**src/hw/rtl/acache_pkg.sv**
```systemverilog
`default_nettype none
// ----------------------------------------------------------------------------
// acache_pkg
// Shared types and constants for the associative cache with FIFO, LRU and
// LFU replacement.
// ----------------------------------------------------------------------------
package acache_pkg;

    // Width of the key as it appears on the ports.
    localparam int PORT_KEY_W = 32;
    localparam int SLOT_W     = 3;
    localparam int COUNT_W    = 16;
    localparam int STAMP_W    = 32;
    localparam int TOTAL_W    = 32;
    localparam int POLICY_W   = 2;

    localparam logic [POLICY_W-1:0] POLICY_FIFO = 2'd0;
    localparam logic [POLICY_W-1:0] POLICY_LRU  = 2'd1;
    localparam logic [POLICY_W-1:0] POLICY_LFU  = 2'd2;

    // Commands from the controller to the datapath.
    typedef struct packed {
        logic load_key;
        logic lookup;
        logic update;
    } acache_cmd_t;

endpackage : acache_pkg
`default_nettype wire

```
**src/hw/rtl/acache_ctrl.sv**
```systemverilog
`default_nettype none
// ----------------------------------------------------------------------------
// acache_ctrl
// Sequencer for one access: latch the key, look it up, then update the row.
// ----------------------------------------------------------------------------
module acache_ctrl
(
    input  wire logic                     clk,
    input  wire logic                     rst_n,
    input  wire logic                     start,
    output logic                          busy,
    output acache_pkg::acache_cmd_t       cmd
);
    import acache_pkg::*;

    typedef enum logic [2:0] {
        ST_IDLE   = 3'b001,
        ST_LOOKUP = 3'b010,
        ST_UPDATE = 3'b100
    } state_t;

    state_t state_reg;
    state_t state_next;
    logic   accept;

    // A new key may enter during the update cycle of the previous one.
    assign busy   = (state_reg == ST_LOOKUP);
    assign accept = start && !busy;

    always_comb
    begin
        state_next = state_reg;
        unique case (state_reg)
            ST_IDLE:
            begin
                if (accept)
                begin
                    state_next = ST_LOOKUP;
                end
            end
            ST_LOOKUP:
            begin
                state_next = ST_UPDATE;
            end
            ST_UPDATE:
            begin
                state_next = accept ? ST_LOOKUP : ST_IDLE;
            end
            default:
            begin
                state_next = ST_IDLE;
            end
        endcase
    end

    always_ff @(posedge clk or negedge rst_n)
    begin
        if (!rst_n)
        begin
            state_reg <= ST_IDLE;
        end
        else
        begin
            state_reg <= state_next;
        end
    end

    assign cmd.load_key = accept;
    assign cmd.lookup   = (state_reg == ST_LOOKUP);
    assign cmd.update   = (state_reg == ST_UPDATE);

endmodule : acache_ctrl
`default_nettype wire

```
**src/hw/rtl/acache_dp.sv**
```systemverilog
`default_nettype none
// ----------------------------------------------------------------------------
// acache_dp
// Entry row, parallel tag compare, victim search tree, shift and write back,
// hit and miss totals, and the result registers.
// ----------------------------------------------------------------------------
module acache_dp
#(
    parameter int ENTRIES  = 8,
    parameter int KEY_BITS = 32
)
(
    input  wire logic                                     clk,
    input  wire logic                                     rst_n,
    input  wire acache_pkg::acache_cmd_t                  cmd,
    input  wire logic [acache_pkg::PORT_KEY_W-1:0]        access_key,
    input  wire logic                                     cfg_we,
    input  wire logic [acache_pkg::POLICY_W-1:0]          cfg_data,
    output logic                                          done,
    output logic                                          hit,
    output logic [acache_pkg::SLOT_W-1:0]                 slot,
    output logic                                          evicted_valid,
    output logic [acache_pkg::PORT_KEY_W-1:0]             evicted_key,
    output logic [acache_pkg::TOTAL_W-1:0]                hit_total,
    output logic [acache_pkg::TOTAL_W-1:0]                miss_total
);
    import acache_pkg::*;

    localparam int IDX_W = $clog2(ENTRIES);
    localparam int LVL   = IDX_W;
    localparam int PAD   = 1 << LVL;
    localparam int TOP   = ENTRIES - 1;
    localparam logic [IDX_W-1:0] TOP_IDX = IDX_W'(TOP);

    // Entry row.
    logic [ENTRIES-1:0]  valid_reg;
    logic [ENTRIES-1:0]  valid_next;
    logic [KEY_BITS-1:0] key_reg    [ENTRIES];
    logic [KEY_BITS-1:0] key_next   [ENTRIES];
    logic [COUNT_W-1:0]  count_reg  [ENTRIES];
    logic [COUNT_W-1:0]  count_next [ENTRIES];
    logic [STAMP_W-1:0]  stamp_reg  [ENTRIES];
    logic [STAMP_W-1:0]  stamp_next [ENTRIES];

    logic [STAMP_W-1:0]  seq_reg;
    logic [STAMP_W-1:0]  seq_next;
    logic [TOTAL_W-1:0]  hits_reg;
    logic [TOTAL_W-1:0]  hits_next;
    logic [TOTAL_W-1:0]  misses_reg;
    logic [TOTAL_W-1:0]  misses_next;
    logic [POLICY_W-1:0] policy_reg;

    logic [KEY_BITS-1:0] cur_key_reg;

    // Lookup results held for the update cycle.
    logic                found_reg;
    logic [IDX_W-1:0]    found_idx_reg;
    logic [IDX_W-1:0]    vict_reg;
    logic                shift_reg;
    logic                ev_valid_reg;
    logic [KEY_BITS-1:0] ev_key_reg;

    // Result registers.
    logic                done_reg;
    logic                hit_reg;
    logic [SLOT_W-1:0]   slot_reg;
    logic                out_ev_valid_reg;
    logic [PORT_KEY_W-1:0] out_ev_key_reg;

    // Lookup logic.
    logic [ENTRIES-1:0]  match;
    logic                found_any;
    logic [IDX_W-1:0]    found_idx;
    logic [IDX_W-1:0]    vict_idx;
    logic                use_search;
    logic                use_stamp;

    // Victim search tree; an invalid entry carries a zero top bit and so
    // always beats a valid one, and ties keep the left (lower) index.
    logic [STAMP_W:0]    tv [LVL+1][PAD];
    logic [IDX_W-1:0]    ti [LVL+1][PAD];

    always_comb
    begin
        use_search = 1'b0;
        use_stamp  = 1'b0;
        unique case (policy_reg)
            POLICY_LRU:
            begin
                use_search = 1'b1;
                use_stamp  = 1'b1;
            end
            POLICY_LFU:
            begin
                use_search = 1'b1;
            end
            default:
            begin
                use_search = 1'b0;
            end
        endcase
    end

    always_comb
    begin
        found_idx = '0;
        for (int i = 0; i < ENTRIES; i++)
        begin
            match[i] = valid_reg[i] && (key_reg[i] == cur_key_reg);
        end
        for (int i = ENTRIES - 1; i >= 0; i--)
        begin
            if (match[i])
            begin
                found_idx = IDX_W'(i);
            end
        end
        found_any = |match;
    end

    always_comb
    begin
        for (int l = 0; l <= LVL; l++)
        begin
            for (int p = 0; p < PAD; p++)
            begin
                tv[l][p] = '1;
                ti[l][p] = '0;
            end
        end
        for (int p = 0; p < ENTRIES; p++)
        begin
            tv[0][p] = use_stamp ? {valid_reg[p], stamp_reg[p]}
                                 : {valid_reg[p], (STAMP_W - COUNT_W)'(0), count_reg[p]};
            ti[0][p] = IDX_W'(p);
        end
        for (int p = ENTRIES; p < PAD; p++)
        begin
            ti[0][p] = IDX_W'(p);
        end
        for (int l = 0; l < LVL; l++)
        begin
            for (int p = 0; p < (PAD >> (l + 1)); p++)
            begin
                if (tv[l][2*p+1] < tv[l][2*p])
                begin
                    tv[l+1][p] = tv[l][2*p+1];
                    ti[l+1][p] = ti[l][2*p+1];
                end
                else
                begin
                    tv[l+1][p] = tv[l][2*p];
                    ti[l+1][p] = ti[l][2*p];
                end
            end
        end
        vict_idx = use_search ? ti[LVL][0] : '0;
    end

    // Next state of the row; only the update cycle changes it.
    always_comb
    begin
        valid_next  = valid_reg;
        key_next    = key_reg;
        count_next  = count_reg;
        stamp_next  = stamp_reg;
        seq_next    = seq_reg;
        hits_next   = hits_reg;
        misses_next = misses_reg;
        if (cmd.update)
        begin
            if (found_reg)
            begin
                if (hits_reg != '1)
                begin
                    hits_next = hits_reg + TOTAL_W'(1);
                end
                if (count_reg[found_idx_reg] != '1)
                begin
                    count_next[found_idx_reg] = count_reg[found_idx_reg] + COUNT_W'(1);
                end
                stamp_next[found_idx_reg] = seq_reg;
            end
            else
            begin
                if (misses_reg != '1)
                begin
                    misses_next = misses_reg + TOTAL_W'(1);
                end
                if (shift_reg)
                begin
                    for (int i = 0; i < TOP; i++)
                    begin
                        if (IDX_W'(i) >= vict_reg)
                        begin
                            valid_next[i] = valid_reg[i+1];
                            key_next[i]   = key_reg[i+1];
                            count_next[i] = count_reg[i+1];
                            stamp_next[i] = stamp_reg[i+1];
                        end
                    end
                end
                valid_next[TOP] = 1'b1;
                key_next[TOP]   = cur_key_reg;
                count_next[TOP] = COUNT_W'(1);
                stamp_next[TOP] = seq_reg;
            end
            if (seq_reg != '1)
            begin
                seq_next = seq_reg + STAMP_W'(1);
            end
        end
    end

    always_ff @(posedge clk or negedge rst_n)
    begin
        if (!rst_n)
        begin
            valid_reg  <= '0;
            seq_reg    <= STAMP_W'(1);
            hits_reg   <= '0;
            misses_reg <= '0;
            policy_reg <= POLICY_FIFO;
            done_reg   <= 1'b0;
        end
        else
        begin
            valid_reg  <= valid_next;
            seq_reg    <= seq_next;
            hits_reg   <= hits_next;
            misses_reg <= misses_next;
            done_reg   <= cmd.update;
            if (cfg_we)
            begin
                policy_reg <= cfg_data;
            end
        end
    end

    always_ff @(posedge clk)
    begin
        key_reg   <= key_next;
        count_reg <= count_next;
        stamp_reg <= stamp_next;
        if (cmd.load_key)
        begin
            cur_key_reg <= KEY_BITS'(access_key);
        end
        if (cmd.lookup)
        begin
            found_reg     <= found_any;
            found_idx_reg <= found_idx;
            vict_reg      <= vict_idx;
            shift_reg     <= !found_any && valid_reg[TOP];
            ev_valid_reg  <= !found_any && valid_reg[TOP] && valid_reg[vict_idx];
            ev_key_reg    <= key_reg[vict_idx];
        end
        if (cmd.update)
        begin
            hit_reg          <= found_reg;
            slot_reg         <= SLOT_W'(found_reg ? found_idx_reg : TOP_IDX);
            out_ev_valid_reg <= ev_valid_reg;
            out_ev_key_reg   <= ev_valid_reg ? PORT_KEY_W'(ev_key_reg) : '0;
        end
    end

    assign done          = done_reg;
    assign hit           = hit_reg;
    assign slot          = slot_reg;
    assign evicted_valid = out_ev_valid_reg;
    assign evicted_key   = out_ev_key_reg;
    assign hit_total     = hits_reg;
    assign miss_total    = misses_reg;

endmodule : acache_dp
`default_nettype wire

```
**src/hw/rtl/assoc_cache_with_fifo_lru_lfu.sv**
```systemverilog
`default_nettype none
// An accepted start passes through the lookup state and then the update state;
// done rises as the update state ends, together with the result registers.
// A new start is taken during the update cycle of the previous access, and
// busy is high only in the lookup cycle.
// Reset empties every entry, clears the totals and selects FIFO replacement.
// ----------------------------------------------------------------------------
// assoc_cache_with_fifo_lru_lfu
// Fully associative cache directory with selectable replacement policy.
// ----------------------------------------------------------------------------
module assoc_cache_with_fifo_lru_lfu
#(
    parameter int ENTRIES  = 8,
    parameter int KEY_BITS = 32
)
(
    input  wire logic                                 clk,
    input  wire logic                                 rst_n,
    input  wire logic                                 start,
    output logic                                      busy,
    input  wire logic [acache_pkg::PORT_KEY_W-1:0]    access_key,
    output logic                                      done,
    output logic                                      hit,
    output logic [acache_pkg::SLOT_W-1:0]             slot,
    output logic                                      evicted_valid,
    output logic [acache_pkg::PORT_KEY_W-1:0]         evicted_key,
    output logic [acache_pkg::TOTAL_W-1:0]            hit_total,
    output logic [acache_pkg::TOTAL_W-1:0]            miss_total,
    input  wire logic                                 cfg_valid,
    output logic                                      cfg_ready,
    input  wire logic [acache_pkg::POLICY_W-1:0]      cfg_data
);
    import acache_pkg::*;

    acache_cmd_t cmd;

    // The policy register takes a beat in any cycle.
    assign cfg_ready = 1'b1;

    acache_ctrl u_ctrl
    (
        .clk   (clk),
        .rst_n (rst_n),
        .start (start),
        .busy  (busy),
        .cmd   (cmd)
    );

    acache_dp
    #(
        .ENTRIES  (ENTRIES),
        .KEY_BITS (KEY_BITS)
    )
    u_dp
    (
        .clk           (clk),
        .rst_n         (rst_n),
        .cmd           (cmd),
        .access_key    (access_key),
        .cfg_we        (cfg_valid && cfg_ready),
        .cfg_data      (cfg_data),
        .done          (done),
        .hit           (hit),
        .slot          (slot),
        .evicted_valid (evicted_valid),
        .evicted_key   (evicted_key),
        .hit_total     (hit_total),
        .miss_total    (miss_total)
    );

endmodule : assoc_cache_with_fifo_lru_lfu
`default_nettype wire

```
**config.mk**
```make
export PLATFORM = sky130hd
export DESIGN_NAME = assoc_cache_with_fifo_lru_lfu
export DESIGN_NICKNAME = d
export VERILOG_FILES = /design/src/hw/rtl/acache_pkg.sv /design/src/hw/rtl/acache_ctrl.sv /design/src/hw/rtl/acache_dp.sv /design/src/hw/rtl/assoc_cache_with_fifo_lru_lfu.sv
export SDC_FILE = /design/constraint.sdc
export NUM_CORES = 2
export LEC_CHECK = 0
export BUFFER_PORTS_ARGS = -buffer_cell sky130_fd_sc_hd__buf_4
export CAP_MARGIN = 20
export CORE_ASPECT_RATIO = 1.1
export CORE_MARGIN = 2
export CORE_UTILIZATION = 57
export DETAILED_ROUTE_END_ITERATION = 16
export PLACE_DENSITY = 0.77
export SLEW_MARGIN = 20
export SYNTH_ARGS = -nofsm -noshare
export SYNTH_HDL_FRONTEND = slang
export SYNTH_SLANG_ARGS = --single-unit
```
**constraint.sdc**
```tcl
create_clock -name clk -period 10.25 [get_ports clk]
set_clock_uncertainty 0.2 [all_clocks]
set_input_delay 1.025 -clock clk [delete_from_list [all_inputs] [get_ports clk]]
set_output_delay 1.025 -clock clk [all_outputs]
set_load 0.01 [all_outputs]
```
==> summary.txt <==
Synthesis
  • Most common cell in the netlist: edfxtp_1
  • Flops & latches, synth: 860
  • Synth Net Count: 4655
  • Top post-synthesis cells by area: edfxtp_1 (47%), ha_1 (6.0%), dfrtp_1 (5.7%)
  • Post-synth EDFFs: 750
  • Area leader, netlist: edfxtp_1
  • Synth warn: 0
  • Count of unique library cells instantiated by Yosys: 83
  • Commonest cells in the netlist: edfxtp_1 (750), nand2_1 (450), inv_1 (444), o22ai_1 (289), mux2i_1 (267)
  • Cells after Synth: 4387
  • Asr flop ratio synth: 12.79%
  • Synth Area per Inst: 10.90 sq um
  • Mapped Area: 0.04782 sq mm
  • Top-area cell type share of the netlist area: 47.09%
  • Ys flop type: edfxtp_1
  • Sequential area share after synthesis: 52.86%

Routing
  • Top layer in use: met5
  • Iter 0 DRT Violations: 4642
  • Metal1 wirelength: 56760 microns
  • First-pass detailed-route iteration total: 8
  • DRC Markers: 0
  • DR WL met3: 14570 microns
  • Vias per cell: 6.447
  • Drt total wl: 154900 microns
  • Final antenna-violating net count: 0
  • Total number of vias: 36140
  • Met2 wire len: 71540 microns
  • Routed len/inst: 27.64 microns

Floorplan
  • Die Wd: 280.2 microns
  • Core area: 0.08319 sq mm
  • Starting density of the core: 57.48%
  • Die area: 0.08623 sq mm
  • Top-level I/O count: 142
  • Die Ht: 307.8 microns
  • Cell row count: 111

Placed design
  • DP Wirelength: 108000 microns
  • Port buffer count: 140
  • Pre-CTS setup slack: -0.5251 ns
  • GPL Wtd Cong: 1.002

Setup path
  • WS Path Type: register to register
  • CP bufs+invs: 7
  • CP Max Fanout: 39
  • Worst EP arrival: 10.13 ns
  • CP dominant cell by count: buf_12
  • CP top delay family: compound AO/OA/AOI/OAI gates
  • Req. time, crit path: 10.45 ns
  • Crit path launch type: register
  • CP peak stage delay: 0.57 ns
  • Worst path slowest cell: or4_1
  • Crit end category: register

Pwr
  • Pwr/cell area: 225.6 mW/mm^2
  • Total chip power: 12.01 mW
  • P_leak: 20.76 nW
  • Peak VDD IR: 0.2718 mV

Layout
  • P&R area growth vs syn: 11.28%
  • Final Core Density: 63.97%
  • Share of layout cells above drive strength 1: 10.55%
  • Final nets: 4727

STA
  • Least-Margin Pin Slew: 1.137 ns
  • RSZ-0062 raised after global routing: false
  • Hold Worst Slack: 0.2706 ns
  • Fmax: 100.8 MHz
  • Hold Vio Cnt, Final: 0
  • Final setup viols: 0
  • Crit path time final: 9.924 ns
  • Max-slew violation count: 0
  • Final Worst Setup Slack: 0.3258 ns
  • Final period util: 96.82%
  • Worst slew margin: 23.99%

Global route
  • Vias in the first global route: 35380
  • Global-route wire length before repair: 227300 microns
  • Initial antenna violation count: 3
  • Gr usage total: 35.73%
  • Remaining global-route overflow: 0
  • Largest net degree at the start of global routing: 203

CTS
  • CTS buffer count: 88
  • Clk sink count: 860
  • CTS H-tree depth: 3
  • CTS Root Cell: clkbuf_16
  • CTS tree: yes
  • Worst-path clk slew: 0.06 ns
  • Clk_lat worst skew: 0.67 ns
  • Clk buf depth: 3
  • # hold bufs at CTS: 0

Flow run
  • Maximum Capacitance Violations: 0

Min path
  • Hold Path Class: input pin to asynchronous set/reset pin

Outcome
  • Status: finished clean
[what timing repair did]
item,4_1_cts,5_1_grt
gates cloned,1,0
gates resized for setup,6,11
endpoints found under the setup margin,35,34
pin swaps,1,1
setup buffers,2,0
[final timing paths]
kind	to	slack, ns	cells after the start	from
setup / recovery	u_dp.ev_key_reg[24]	0.33	32	u_dp.policy_reg[1]
hold / removal	u_dp.seq_reg[29]	0.27	1	rst_n
setup reg to reg	u_dp.ev_key_reg[24]	0.33	32	u_dp.policy_reg[1]
hold reg to reg	u_ctrl.state_reg[1]	0.28	1	u_ctrl.state_reg[1]
max in group asynchronous	u_dp.miss_total[27]	8.28	2	rst_n
min in group clk	u_ctrl.state_reg[1]	0.28	1	u_ctrl.state_reg[1]
[cells by family (layout without fill, tap and decap cells)]
kind of cell / after synthesis / in the layout / synth area share (%)
AND/OR/NAND/NOR: 1070 / 1071 / 10.82
flip-flops: 860 / 860 / 52.86
AO/OA/AOI/OAI: 856 / 856 / 11.31
buffers and inverters: 692 / 835 / 5.562
XOR/XNOR: 362 / 362 / 6.630
multiplexers: 316 / 316 / 6.797
adder cells (fa/ha/maj): 230 / 230 / 6.018
other: 1 / 2 / 0.007842
[cell usage in the layout, fill, tap and decap left out, drive strengths merged, types with 7 or more instances in the layout]
master and n:
a211oi 14, dfrtp 108, nor4 36, nand3 69
a221oi 15, ha 230, or4 9, o21ai 195
a21o 34, a21oi 163, nand2b 13, inv 447
nand4 109, nor3 19, buf 228, edfxtp 750
o221ai 74, and4 12, nand2 450, and3 22
nor2b 13, and2 143, o22ai 290, clkbuf 117
or2 9, mux2 47, nor3b 8, xor2 109
mux2i 267, clkinv 37, nor2 149, o211a 8
a22oi 7, xnor2 253
[layout make-up]
type,instances,area [sq um]
antenna,1,2.502
sequential,860,25280
multi-input combinational,2836,20210
timing repair buffer,228,1881
clock buffer,117,2411
inverter,445,1670
tap,1073,1343
fill,6435,29970
clock inverter,45,425.4
[layer usage]
metal | up-vias | track usage [%]
met1 | 17380 | 44.51
met3 | 530 | 6.100
li1 | 16010 | -
met5 | - | 0
met2 | 2218 | 57.29
met4 | 2 | 24.06
[metrics by stage]
step                std cells  setup TNS (ns)  area (sq um)
finish                   5605               0         53220
global route             5604               0         53210
CTS                      5604               0         53160
detailed placement       5439          -14.35         50260
global placement         5439          -6.816         50260
floorplan                4387               0         47820
[report_power, final]
| part | internal [mW] | switching (mW) |
|---|---|---|
| Combinational | 1.77 | 2.77 |
| Clock | 1.77 | 1.45 |
| Sequential | 4.09 | 0.166 |
| Total | 7.62 | 4.39 |
(Power assumes the default switching activity.)
